`src/rtl/tilt_pkg.sv`:
```
package tilt_pkg;

  localparam int ACCEL_BITS   = 16;
  localparam int CORDIC_STEPS = 16;
  localparam int TAB_LEN      = 24;
  localparam int CORDIC_RUN   = (CORDIC_STEPS < TAB_LEN) ? CORDIC_STEPS : TAB_LEN;

  localparam int SUM_W   = 24;
  localparam int OPND_W  = SUM_W + 1;
  localparam int ANG_W   = 26;
  localparam int XY_W    = OPND_W + 1 + CORDIC_STEPS + 2;
  localparam int STEP_W  = 5;
  localparam int ANGLE_W = 16;

  localparam logic signed [ANG_W-1:0] RIGHT_ANGLE = ANG_W'(90 * 25600);
  localparam logic [15:0] BATT_SCALE = 16'd55550;
  localparam logic [7:0]  WINDOW_RESET = 8'd100;

  typedef enum logic [3:0] {
    ST_IDLE,
    ST_SQ_Y,
    ST_SQ_Z,
    ST_SQ_B,
    ST_SQRT,
    ST_ROLL_GO,
    ST_ROLL_WAIT,
    ST_PITCH_GO,
    ST_PITCH_WAIT,
    ST_DIV,
    ST_DONE
  } tilt_state_t;

  typedef struct packed {
    logic                     start;
    logic signed [OPND_W-1:0] y;
    logic signed [OPND_W-1:0] x;
  } cordic_req_t;

  typedef struct packed {
    logic                      done;
    logic signed [ANGLE_W-1:0] angle;
  } cordic_rsp_t;

  // atan(2^-i) in 1/256 of a hundredth of a degree
  function automatic logic [20:0] atan_entry(input logic [STEP_W-1:0] i);
    logic [20:0] v;
    unique case (i)
      5'd0:  v = 21'd1152000;
      5'd1:  v = 21'd680065;
      5'd2:  v = 21'd359328;
      5'd3:  v = 21'd182400;
      5'd4:  v = 21'd91554;
      5'd5:  v = 21'd45822;
      5'd6:  v = 21'd22916;
      5'd7:  v = 21'd11459;
      5'd8:  v = 21'd5730;
      5'd9:  v = 21'd2865;
      5'd10: v = 21'd1432;
      5'd11: v = 21'd716;
      5'd12: v = 21'd358;
      5'd13: v = 21'd179;
      5'd14: v = 21'd90;
      5'd15: v = 21'd45;
      5'd16: v = 21'd22;
      5'd17: v = 21'd11;
      5'd18: v = 21'd6;
      5'd19: v = 21'd3;
      5'd20: v = 21'd1;
      5'd21: v = 21'd1;
      default: v = 21'd0;
    endcase
    return v;
  endfunction

endpackage

```
`src/rtl/tilt_cordic.sv`:
```
module tilt_cordic import tilt_pkg::*; (
  input  logic        clk,
  input  logic        rst_n,
  input  cordic_req_t req,
  output cordic_rsp_t rsp
);

  logic signed [XY_W-1:0]  x_r, y_r, x_nxt, y_nxt;
  logic signed [ANG_W-1:0] ang_r, ang_nxt, tab, rnd;
  logic [STEP_W-1:0]       step_r;
  logic                    busy_r, done_r, zero_r;
  logic signed [OPND_W:0]  px, py;
  logic signed [ANG_W-1:0] ang0;

  // turn a left-half vector by +-90 degrees
  always_comb begin
    px   = (OPND_W+1)'(req.x);
    py   = (OPND_W+1)'(req.y);
    ang0 = '0;
    if (req.x < 0) begin
      if (req.y >= 0) begin
        px   = (OPND_W+1)'(req.y);
        py   = -(OPND_W+1)'(req.x);
        ang0 = RIGHT_ANGLE;
      end else begin
        px   = -(OPND_W+1)'(req.y);
        py   = (OPND_W+1)'(req.x);
        ang0 = -RIGHT_ANGLE;
      end
    end
  end

  always_comb begin
    tab = ANG_W'(atan_entry(step_r));
    if (y_r > 0) begin
      x_nxt   = x_r + (y_r >>> step_r);
      y_nxt   = y_r - (x_r >>> step_r);
      ang_nxt = ang_r + tab;
    end else begin
      x_nxt   = x_r - (y_r >>> step_r);
      y_nxt   = y_r + (x_r >>> step_r);
      ang_nxt = ang_r - tab;
    end
  end

  always_ff @(posedge clk) begin
    if (!rst_n) begin
      busy_r <= 1'b0;
      done_r <= 1'b0;
    end else begin
      done_r <= 1'b0;
      if (req.start) begin
        busy_r <= 1'b1;
      end else if (busy_r && step_r == STEP_W'(CORDIC_RUN - 1)) begin
        busy_r <= 1'b0;
        done_r <= 1'b1;
      end
    end
  end

  always_ff @(posedge clk) begin
    if (req.start) begin
      zero_r <= (req.x == '0) && (req.y == '0);
      x_r    <= {{(XY_W-OPND_W-1-CORDIC_STEPS){px[OPND_W]}}, px, {CORDIC_STEPS{1'b0}}};
      y_r    <= {{(XY_W-OPND_W-1-CORDIC_STEPS){py[OPND_W]}}, py, {CORDIC_STEPS{1'b0}}};
      ang_r  <= ang0;
      step_r <= '0;
    end else if (busy_r) begin
      x_r    <= x_nxt;
      y_r    <= y_nxt;
      ang_r  <= ang_nxt;
      step_r <= step_r + 1'b1;
    end
  end

  assign rnd       = ang_r + ANG_W'(128);
  assign rsp.done  = done_r;
  assign rsp.angle = zero_r ? '0 : ANGLE_W'(rnd >>> 8);

endmodule

```
`src/rtl/tilt_angle_from_accel_average_unit.sv`:
```
// tilt angle unit: averaged roll / pitch and battery voltage
//
// input channel (in_valid / in_ready) takes one item per accepted beat: an
// accelerometer triple, a 10-bit battery adc sample and a tare request.
// items are summed; an item that is not the last of its window is taken and
// in_ready stays high. the last item of a window (sample count reaches or
// exceeds window_length) starts the result computation, during which
// in_ready is low: the shared multiplier forms y^2, z^2 and the battery
// product, then follow the square root, two cordic runs on the shared
// cordic unit (start plus 16 steps plus hand-back each), restoring
// division and the load of the output register; in_ready comes back in
// the same cycle that out_valid rises.
// the result (roll, pitch in 0.01 deg minus tare offsets, battery mV) goes
// to an output register with out_valid / out_ready; while it waits there
// the block takes new items again. a finished result that finds the output
// register still full holds the block until the receiver takes the old one.
// a pending tare loads the window's raw angles as new offsets as that result
// is handed to the output register; that result still uses the old offsets.
// cfg channel writes window_length (reset 100), always ready; write it only
// while idle. synchronous active-low reset clears sums, offsets and tare.
module tilt_angle_from_accel_average_unit import tilt_pkg::*; (
  input  logic               clk,
  input  logic               rst_n,
  input  logic               in_valid,
  output logic               in_ready,
  input  logic signed [15:0] in_accel_x,
  input  logic signed [15:0] in_accel_y,
  input  logic signed [15:0] in_accel_z,
  input  logic [9:0]         in_battery_sample,
  input  logic               in_tare_request,
  output logic               out_valid,
  input  logic               out_ready,
  output logic signed [16:0] out_roll_angle,
  output logic signed [15:0] out_pitch_angle,
  output logic [13:0]        out_battery_millivolts,
  input  logic               cfg_valid,
  output logic               cfg_ready,
  input  logic [7:0]         cfg_window_length
);

  tilt_state_t state_r, state_nxt;

  // window accumulators
  logic signed [SUM_W-1:0] sum_x_r, sum_y_r, sum_z_r;
  logic signed [SUM_W-1:0] sum_x_nxt, sum_y_nxt, sum_z_nxt;
  logic [17:0]             bsum_r;
  logic [7:0]              count_r, count_nxt, window_r;
  logic                    tare_r;
  logic signed [15:0]      roll_off_r;
  logic signed [14:0]      pitch_off_r;

  logic signed [ACCEL_BITS-1:0] ax, ay, az;

  // shared multiplier
  logic [23:0] mul_a, mul_b, mag_y, mag_z;
  logic [47:0] mul_r, acc_r;

  // square root
  logic [47:0] sq_v_r;
  logic [26:0] rem_r, rem_s, trial;
  logic [23:0] root_r;
  logic [4:0]  sq_cnt_r;
  logic        sq_last;

  // divider
  logic [19:0] den;
  logic [34:0] num_r;
  logic [20:0] d2_r;
  logic [21:0] drem_r, drem_s;
  logic [13:0] q_r;
  logic [5:0]  div_cnt_r;
  logic        div_last;

  logic signed [ANGLE_W-1:0] roll_raw_r, pitch_raw_r;
  logic signed [17:0]        roll_diff;
  logic signed [16:0]        pitch_diff;

  cordic_req_t cor_req;
  cordic_rsp_t cor_rsp;

  logic in_fire, window_end, out_load, out_valid_r;

  assign ax = in_accel_x[ACCEL_BITS-1:0];
  assign ay = in_accel_y[ACCEL_BITS-1:0];
  assign az = in_accel_z[ACCEL_BITS-1:0];

  assign sum_x_nxt  = sum_x_r + SUM_W'(ax);
  assign sum_y_nxt  = sum_y_r + SUM_W'(ay);
  assign sum_z_nxt  = sum_z_r + SUM_W'(az);
  assign count_nxt  = count_r + 1'b1;
  assign in_fire    = in_valid && in_ready;
  assign window_end = count_nxt >= window_r;

  assign sq_last  = sq_cnt_r == 5'd23;
  assign div_last = div_cnt_r == 6'd34;

  // next state
  always_comb begin
    state_nxt = state_r;
    unique case (state_r)
      ST_IDLE:       if (in_valid && window_end) state_nxt = ST_SQ_Y;
      ST_SQ_Y:       state_nxt = ST_SQ_Z;
      ST_SQ_Z:       state_nxt = ST_SQ_B;
      ST_SQ_B:       state_nxt = ST_SQRT;
      ST_SQRT:       if (sq_last) state_nxt = ST_ROLL_GO;
      ST_ROLL_GO:    state_nxt = ST_ROLL_WAIT;
      ST_ROLL_WAIT:  if (cor_rsp.done) state_nxt = ST_PITCH_GO;
      ST_PITCH_GO:   state_nxt = ST_PITCH_WAIT;
      ST_PITCH_WAIT: if (cor_rsp.done) state_nxt = ST_DIV;
      ST_DIV:        if (div_last) state_nxt = ST_DONE;
      ST_DONE:       if (!out_valid_r || out_ready) state_nxt = ST_IDLE;
      default:       state_nxt = ST_IDLE;
    endcase
  end

  // control outputs
  always_comb begin
    in_ready      = 1'b0;
    out_load      = 1'b0;
    cor_req.start = 1'b0;
    cor_req.y     = OPND_W'(sum_y_r);
    cor_req.x     = OPND_W'(sum_z_r);
    unique case (state_r)
      ST_IDLE:     in_ready = 1'b1;
      ST_ROLL_GO:  cor_req.start = 1'b1;
      ST_PITCH_GO: begin
        cor_req.start = 1'b1;
        cor_req.y     = -OPND_W'(sum_x_r);
        cor_req.x     = OPND_W'({1'b0, root_r});
      end
      ST_DONE:     out_load = !out_valid_r || out_ready;
      default:     ;
    endcase
  end

  always_ff @(posedge clk) begin
    if (!rst_n) begin
      state_r <= ST_IDLE;
    end else begin
      state_r <= state_nxt;
    end
  end

  tilt_cordic u_cordic (
    .clk   (clk),
    .rst_n (rst_n),
    .req   (cor_req),
    .rsp   (cor_rsp)
  );

  // accumulators, offsets and config
  always_ff @(posedge clk) begin
    if (!rst_n) begin
      sum_x_r     <= '0;
      sum_y_r     <= '0;
      sum_z_r     <= '0;
      bsum_r      <= '0;
      count_r     <= '0;
      tare_r      <= 1'b0;
      roll_off_r  <= '0;
      pitch_off_r <= '0;
      window_r    <= WINDOW_RESET;
    end else begin
      if (cfg_valid && cfg_ready) begin
        window_r <= cfg_window_length;
      end
      if (in_fire) begin
        sum_x_r <= sum_x_nxt;
        sum_y_r <= sum_y_nxt;
        sum_z_r <= sum_z_nxt;
        bsum_r  <= bsum_r + 18'(in_battery_sample);
        count_r <= count_nxt;
        if (in_tare_request) begin
          tare_r <= 1'b1;
        end
      end else if (out_load) begin
        sum_x_r <= '0;
        sum_y_r <= '0;
        sum_z_r <= '0;
        bsum_r  <= '0;
        count_r <= '0;
        if (tare_r) begin
          roll_off_r  <= roll_raw_r;
          pitch_off_r <= 15'(pitch_raw_r);
          tare_r      <= 1'b0;
        end
      end
    end
  end

  // multiplier operands: y^2, z^2, then battery sum times scale
  assign mag_y = sum_y_r[SUM_W-1] ? 24'(-sum_y_r) : 24'(sum_y_r);
  assign mag_z = sum_z_r[SUM_W-1] ? 24'(-sum_z_r) : 24'(sum_z_r);

  always_comb begin
    unique case (state_r)
      ST_SQ_Y: begin
        mul_a = mag_y;
        mul_b = mag_y;
      end
      ST_SQ_Z: begin
        mul_a = mag_z;
        mul_b = mag_z;
      end
      default: begin
        mul_a = 24'(bsum_r);
        mul_b = 24'(BATT_SCALE);
      end
    endcase
  end

  assign rem_s  = {rem_r[24:0], sq_v_r[47:46]};
  assign trial  = {1'b0, root_r, 2'b01};
  assign den    = (20'(count_r) << 11) + (20'(count_r) << 7);
  assign drem_s = {drem_r[20:0], num_r[34]};

  // datapath of the sequencer
  always_ff @(posedge clk) begin
    unique case (state_r)
      ST_SQ_Y: mul_r <= mul_a * mul_b;
      ST_SQ_Z: begin
        mul_r <= mul_a * mul_b;
        acc_r <= mul_r;
      end
      ST_SQ_B: begin
        mul_r    <= mul_a * mul_b;
        sq_v_r   <= acc_r + mul_r;
        rem_r    <= '0;
        root_r   <= '0;
        sq_cnt_r <= '0;
      end
      ST_SQRT: begin
        sq_v_r   <= sq_v_r << 2;
        sq_cnt_r <= sq_cnt_r + 1'b1;
        if (rem_s >= trial) begin
          rem_r  <= rem_s - trial;
          root_r <= {root_r[22:0], 1'b1};
        end else begin
          rem_r  <= rem_s;
          root_r <= {root_r[22:0], 1'b0};
        end
      end
      ST_ROLL_WAIT: if (cor_rsp.done) roll_raw_r <= cor_rsp.angle;
      ST_PITCH_WAIT: begin
        if (cor_rsp.done) begin
          pitch_raw_r <= cor_rsp.angle;
          // rounding half up: (2*prod + 2*den) / (4*den) == (prod + den) / (2*den)
          num_r     <= mul_r[34:0] + 35'(den);
          d2_r      <= {den, 1'b0};
          drem_r    <= '0;
          q_r       <= '0;
          div_cnt_r <= '0;
        end
      end
      ST_DIV: begin
        num_r     <= num_r << 1;
        div_cnt_r <= div_cnt_r + 1'b1;
        if (drem_s >= 22'(d2_r)) begin
          drem_r <= drem_s - 22'(d2_r);
          q_r    <= {q_r[12:0], 1'b1};
        end else begin
          drem_r <= drem_s;
          q_r    <= {q_r[12:0], 1'b0};
        end
      end
      default: ;
    endcase
  end

  assign roll_diff  = 18'(roll_raw_r) - 18'(roll_off_r);
  assign pitch_diff = 17'(pitch_raw_r) - 17'(pitch_off_r);

  // output register
  always_ff @(posedge clk) begin
    if (!rst_n) begin
      out_valid_r <= 1'b0;
    end else if (out_load) begin
      out_valid_r <= 1'b1;
    end else if (out_ready) begin
      out_valid_r <= 1'b0;
    end
  end

  always_ff @(posedge clk) begin
    if (out_load) begin
      out_roll_angle         <= 17'(roll_diff);
      out_pitch_angle        <= 16'(pitch_diff);
      out_battery_millivolts <= q_r;
    end
  end

  assign out_valid = out_valid_r;
  assign cfg_ready = 1'b1;

endmodule

```
`config.mk`:
```
export PLATFORM = sky130hd
export DESIGN_NAME = tilt_angle_from_accel_average_unit
export DESIGN_NICKNAME = d
export VERILOG_FILES = /design/src/rtl/tilt_pkg.sv /design/src/rtl/tilt_cordic.sv /design/src/rtl/tilt_angle_from_accel_average_unit.sv
export SDC_FILE = /design/constraint.sdc
export NUM_CORES = 2
export LEC_CHECK = 0
export BUFFER_PORTS_ARGS = -buffer_cell sky130_fd_sc_hd__buf_2
export CORE_ASPECT_RATIO = 1.25
export CORE_MARGIN = 2
export CORE_UTILIZATION = 35
export CTS_BUF_LIST = sky130_fd_sc_hd__clkbuf_8
export DETAILED_ROUTE_END_ITERATION = 16
export HOLD_SLACK_MARGIN = 0.03
export PLACE_DENSITY_LB_ADDON = 0.08
export SLEW_MARGIN = 10
export SYNTH_ARGS = -nofsm -noshare
export SYNTH_HDL_FRONTEND = slang
export SYNTH_SLANG_ARGS = --single-unit
```
`constraint.sdc`:
```
create_clock -name clk -period 18.6 [get_ports clk]
set_input_delay 5.58 -clock clk [delete_from_list [all_inputs] [get_ports clk]]
set_output_delay 5.58 -clock clk [all_outputs]
set_load 0.05 [all_outputs]
```
; Word-level counts from Yosys, hierarchy flattened
; Memories as Yosys holds them, arrays and structs flattened. A register that Yosys moved wholly into a read port is not among the register bits.
; Index checks and enable logic that the tools add are counted.
[word_totals]
reg_bits = 638
mem_bits_ro = 672
in_bits = 72
output_inout_bits = 50
wordCells = 184
n_memories = 1
[op_classes]
addsub = 27
multipliers = 1
order_cmp = 6
eq_ne = 20
n_shift = 2
muxes = 65
bitwise = 2
n_reduce_logical = 24
[memory_table]
columns = name, words, width, rd, rd_clocked_by_memory_dff, wr, line
row1 = (name not given), 32, 21, 1, 1, 0, tilt_pkg.sv:47  ; unique case (i)
[ops]
columns = cell, n
row1 = $mux W44, 6
row2 = $mux W26, 9
row3 = $mux W24, 6
row4 = $pmux W24 S2, 3
row5 = $pmux W48 S2, 1
row6 = $add A44 B44 Y44, 2
row7 = $sshr A44 B5 Y44, 2
row8 = $sub A44 B44 Y44, 2
row9 = $add A24 B16 Y24, 3
row10 = $pmux W35 S2, 1
row11 = $neg A25 Y26, 2
row12 = $logic_not A25 Y1, 2
row13 = $mux W50, 1
row14 = $pmux W25 S2, 1
row15 = $add A48 B48 Y48, 1
row16 = $mul A24 B24 Y48, 1
row17 = $neg A24 Y24, 2
row18 = $gt A44 B1 Y1 const B, 1
row19 = $pmux W4 S11, 1
row20 = $mux W21, 2
row21 = $pmux W21 S2, 1
row22 = $mux W18, 2
row23 = $add A35 B20 Y35, 1
row24 = $mux W35, 1
row25 = 49 further kinds, 93

; Depth between registers and ports, before layout
[logic_depth]
word_depth = 6
depth_mapped = 38
mapped_depth_nobuf = 37

; Hierarchy
; From an unflattened synthesis, not the netlist that was laid out.
[hier_totals]
hier_cells = 7967
area_unflattened_um2 = 70589.0
[modules_own_cells]
columns = mod, n_inst, cells_each, area_each_um2, seq_area_each_um2
row1 = tilt_angle_from_accel_average_unit, 1, 5291, 48665.4, 13853.3
row2 = tilt_cordic, 1, 2676, 21923.5, 3633.5

; Worst setup path after synthesis
; No wires, ideal clock.
[synth_timing]
path_type = reg2reg
startpoint = register state_r[1]
endpoint = register mul_r[47], data pin
setup_ns = 0.260
t_arrival_ns = 10.114
required_ns = 18.340
path_slack_ns = 8.226
stages_incl_launch_ff = 36
n_path_buf = 4
period_less_slack_ns = 10.374
path_cell_list = dfxtp_1 clkbuf_1 inv_1 nor2_1 nand2_1 clkbuf_1 inv_1 nand2_1 o211ai_1 o21a_1 clkbuf_1 clkbuf_1 nand2_1 fa_1 inv_1 fa_1 fa_1 inv_1 fa_1 fa_1 inv_1 fa_1 fa_1 ha_1 and3_1 a221o_1 o21bai_1 a21oi_1 o31ai_1 a221oi_1 nor2_1 a22o_1 or4b_2 a311oi_1 o21ai_0 xnor2_1
[synth_between]
elab_chain_cells = 3
elab_cells_between_ends = 5
classes_between = mul (1) / eq/ne (2) / mux (2)
[synth_lines]
columns = element, line
row1 = start: declaration, tilt_angle_from_accel_average_unit.sv:41  ; tilt_state_t state_r, state_nxt;
row2 = start signal: assignment, tilt_angle_from_accel_average_unit.sv:140  ; state_r <= state_nxt;
row3 = $eq A4 B2 Y1 or $eq A4 B1 Y1 (tied branches), "tilt_angle_from_accel_average_unit.sv:196, tilt_angle_from_accel_average_unit.sv:219"
row4 = $pmux W24 S2, tilt_angle_from_accel_average_unit.sv:196  ; unique case (state_r)
row5 = $mul A24 B24 Y48 *, "tilt_angle_from_accel_average_unit.sv:220, tilt_angle_from_accel_average_unit.sv:222, tilt_angle_from_accel_average_unit.sv:226"
row6 = end signal: assignment, tilt_angle_from_accel_average_unit.sv:220  ; ST_SQ_Y: mul_r <= mul_a * mul_b;
row7 = end signal: assignment, tilt_angle_from_accel_average_unit.sv:222  ; mul_r <= mul_a * mul_b;
row8 = end signal: assignment, tilt_angle_from_accel_average_unit.sv:226  ; mul_r <= mul_a * mul_b;
row9 = end: declaration, tilt_angle_from_accel_average_unit.sv:56  ; logic [47:0] mul_r, acc_r;
; Every way passes the cells marked *; elsewhere a longest branch is shown, timed or not.
; A chain may end at the register's enable or synchronous reset.

; Worst setup path in the final report
; Same ends and word-level chain as after synthesis.

==> key figures <==
Cells and area
  – Final Instance Area: 75600 um^2
  – Fillers: 20300
  – Share of layout cells above drive strength 1: 8.57%
  – Reg area: 17500 um^2
  – NumNets Final: 8843
  – Core Util, Final: 38.0%
  – Area of the multi-input gates: 47700 um^2
  – Area delta synth->final: 8.04%

Global routing
  – GR Layer Usage met1: 28.3%
  – Vias in the first global route: 58000
  – GR Util met2: 43.0%
  – Total grt overflow: 0
  – First-pass GRT wire length: 368 mm
  – Global Route Usage Sum: 23.7%
  – Most used routing layer: met2
  – Initial antenna violation count: 17
  – Largest net degree at the start of global routing: 66
  – M3 GR Usage: 2.60%

Yosys
  – Post-synth top area cell: edfxtp_1
  – Top post-synthesis cells by count: nand2_1 (916), inv_1 (862), nor2_1 (636)
  – Post-synthesis sequential area ratio: 25.0%
  – Synth unique cells: 105
  – Number of synthesized register bits: 650
  – Ys Warns: 0
  – Post-synth ARST share: 0%
  – Count leader, synth: nand2_1
  – Syn_area_per_cell: 8.99 um^2
  – EDFF count, synth: 447
  – Synthesized area: 69900 um^2
  – Largest cells by area after synthesis: edfxtp_1 (19%), fa_1 (14%), ha_1 (9.3%)
  – Post-Synthesis Cells: 7780
  – Top-area cell type share of the netlist area: 19.2%
  – Top_reg_cell synth: edfxtp_1

Floorplan
  – Ports: 122
  – Initial Utilization: 35.2%
  – Core area: 199000 um^2
  – Die ar.: 203000 um^2
  – Chip height: 504 um
  – Die width: 404 um
  – FP Rows: 183

STA
  – Worst Skew: 0.113 ns
  – Relative slew slack: 24.6%
  – Setup tns final: 0 ns
  – Final Hold Fails: 0
  – Unrepaired setup endpoints after global routing: no
  – Setup violations, final: 0
  – Fin crit share: 62.8%
  – Max-slew violations: 0
  – Minimum clock period: 11.67 ns
  – Worst hold slack: 0.423 ns
  – Fmax achieved: 0.0857 GHz
  – Worst Tran Pin Value: 1.13 ns

Route
  – Vias: 57200
  – Starting DRT DRC Count: 3685
  – Post-DR wirelength/cell: 23.4 um
  – 1st-pass router iterations: 6
  – Final WL: 245 mm
  – Vias/cell: 5.47
  – ANT nets after route: 0
  – Residual DRC count: 0

Worst setup path
  – CP Launch Type: flip-flop
  – Flop-to-flop setup slack: 6.93 ns
  – Max stage delay on crit path: 0.81 ns
  – Crit path arrival time: 12.28 ns
  – Worst Setup SP: state_r[1]
  – Kind of critical path: reg -> reg
  – Worst EP required: 19.21 ns
  – Reg2reg end: mul_r[47]
  – R2r worst-path depth: 34
  – Worst reg2reg startpoint: state_r[1]
  – Crit. End Element: flip-flop
  – Worst setup endpoint: mul_r[47]
  – Largest fanout on the critical path: 50
  – Cell mode on critical path: fa_1
  – Critical path's slowest cell: o21a_1

Pwr
  – Peak VDD IR: 0.226 mV
  – Power per cell area: 142 nW/um^2
  – P_leak: 0.0326 uW
  – Design Power: 10800 uW

CTS
  – TritonCTS buffer count: 121
  – PostCTS Resize Cnt: 0
  – CTS root buf: clkbuf_8
  – # H-tree levels: 3
  – Worst-Skew Late Latency: 0.97 ns
  – Clock Pin Slew Worst Setup and Hold Paths: 0.06 ns
  – Hold buffer count at CTS: 0
  – Post-CTS setup buffer count: 0
  – Clk sinks: 650
  – CTS tree: yes
  – Buffer depth of the longest clock path: 3

Min path
  – HP Class: reg -> reg

Place
  – Detailed placement HPWL: 191 mm
  – PortBufs: 120
  – GP Congestion: 0.928
  – DP Area: 73000 um^2

Status
  – Status: completed

Flow run
  – Max-cap violation count: 0
## worst min-delay path by stage
stage            start  cells after the start  slack, ns                          to
6_report       q_r[13]                      0       0.42  out_battery_millivolts[13]
5_1_grt        q_r[13]                      0       0.44  out_battery_millivolts[13]
4_1_cts        q_r[13]                      0       0.43  out_battery_millivolts[13]
3_5_place_dp   q_r[13]                      0       0.41  out_battery_millivolts[13]
3_3_place_gp   q_r[13]                      0       0.41  out_battery_millivolts[13]
2_1_floorplan  q_r[13]                      0       0.40  out_battery_millivolts[13]
## routing by layer
layer	part of all wire, %	vias up
met5	0.0053	-
met4	4.4	2
met3	3.9	388
met2	52	1381
met1	40	28500
li1	-	26900
## worst max-delay path, delay by kind of cell, from the launching register on
family	cells	cell delay (ns)
adders and majority gates	8	3.91
AOI/OAI and AO/OA	10	2.99
and+or+nand+nor	7	2.27
buffers and inverters	8	1.73
DFF	1	0.31
xor gates and xnor gates	1	0.15
## cells by family (layout without fill, tap and decap cells)
family                   count (synthesis)  after routing  share of synthesized area [%]
AND/OR/NAND/NOR                       2318           2318                           15.0
AO/OA/AOI/OAI                         1659           1659                           15.4
buffers and inverters                 1246           1318                           7.11
adder cells (fa/ha/maj)               1006           1006                           23.2
flip-flops                             650            650                           25.0
XOR/XNOR                               552            552                           6.91
multiplexers                           347            347                           7.34
other                                    2             26                         0.0107
## flip-flops by register name (all words and copies together) (netlist names), 25 cells and up
| signal | flops |
|---|---|
| acc_r | 48 |
| mul_r | 48 |
| num_r | 35 |
| rem_r | 25 |
| sq_v_r | 48 |
| u_cordic.x_r | 44 |
| u_cordic.y_r | 44 |
## layout make-up
class / instances / area share (%)
inverters: 870 / 4.32
multi-input cells: 5904 / 63.1
flip-flops and latches: 650 / 23.2
repair buffers: 218 / 1.77
well taps: 2590 / 4.29
clock buffers: 138 / 2.51
diodes: 4 / 0.0132
clock inverters: 92 / 0.820
## cells in the final DEF (no fill, tap or decap), drive strengths merged, types with 70 or more instances in the layout
cell	netlist	layout
edfxtp	447	447
o22ai	74	74
xor2	257	257
nand2b	70	70
a21oi	393	393
nor3	102	102
clkbuf	285	138
ha	521	521
mux2i	153	153
a21o	185	185
buf	90	218
mux4	121	121
fa	485	485
a22oi	72	72
nor2	637	637
xnor2	295	295
nand3	112	112
nand2	919	919
nor2b	95	95
mux2	73	73
o21ai	368	368
and3	77	77
inv	867	902
dfxtp	203	203
## where the power goes
| part | switching (uW) | internal, uW | leakage [uW] |
|---|---|---|---|
| sequential | 214 | 1900 | 0.00560 |
| combinational | 4400 | 2790 | 0.0256 |
| clock | 726 | 735 | 0.00141 |
| total | 5340 | 5430 | 0.0326 |
## through the flow
step                      cells  worst slack, ns
final                     10500             6.93
after global routing      10500             6.28
after global placement    10200             7.20
after floorplan            7800             8.23
after CTS                 10500             6.93
after detailed placement  10200             6.96
Power figures use the tool's default switching activity.
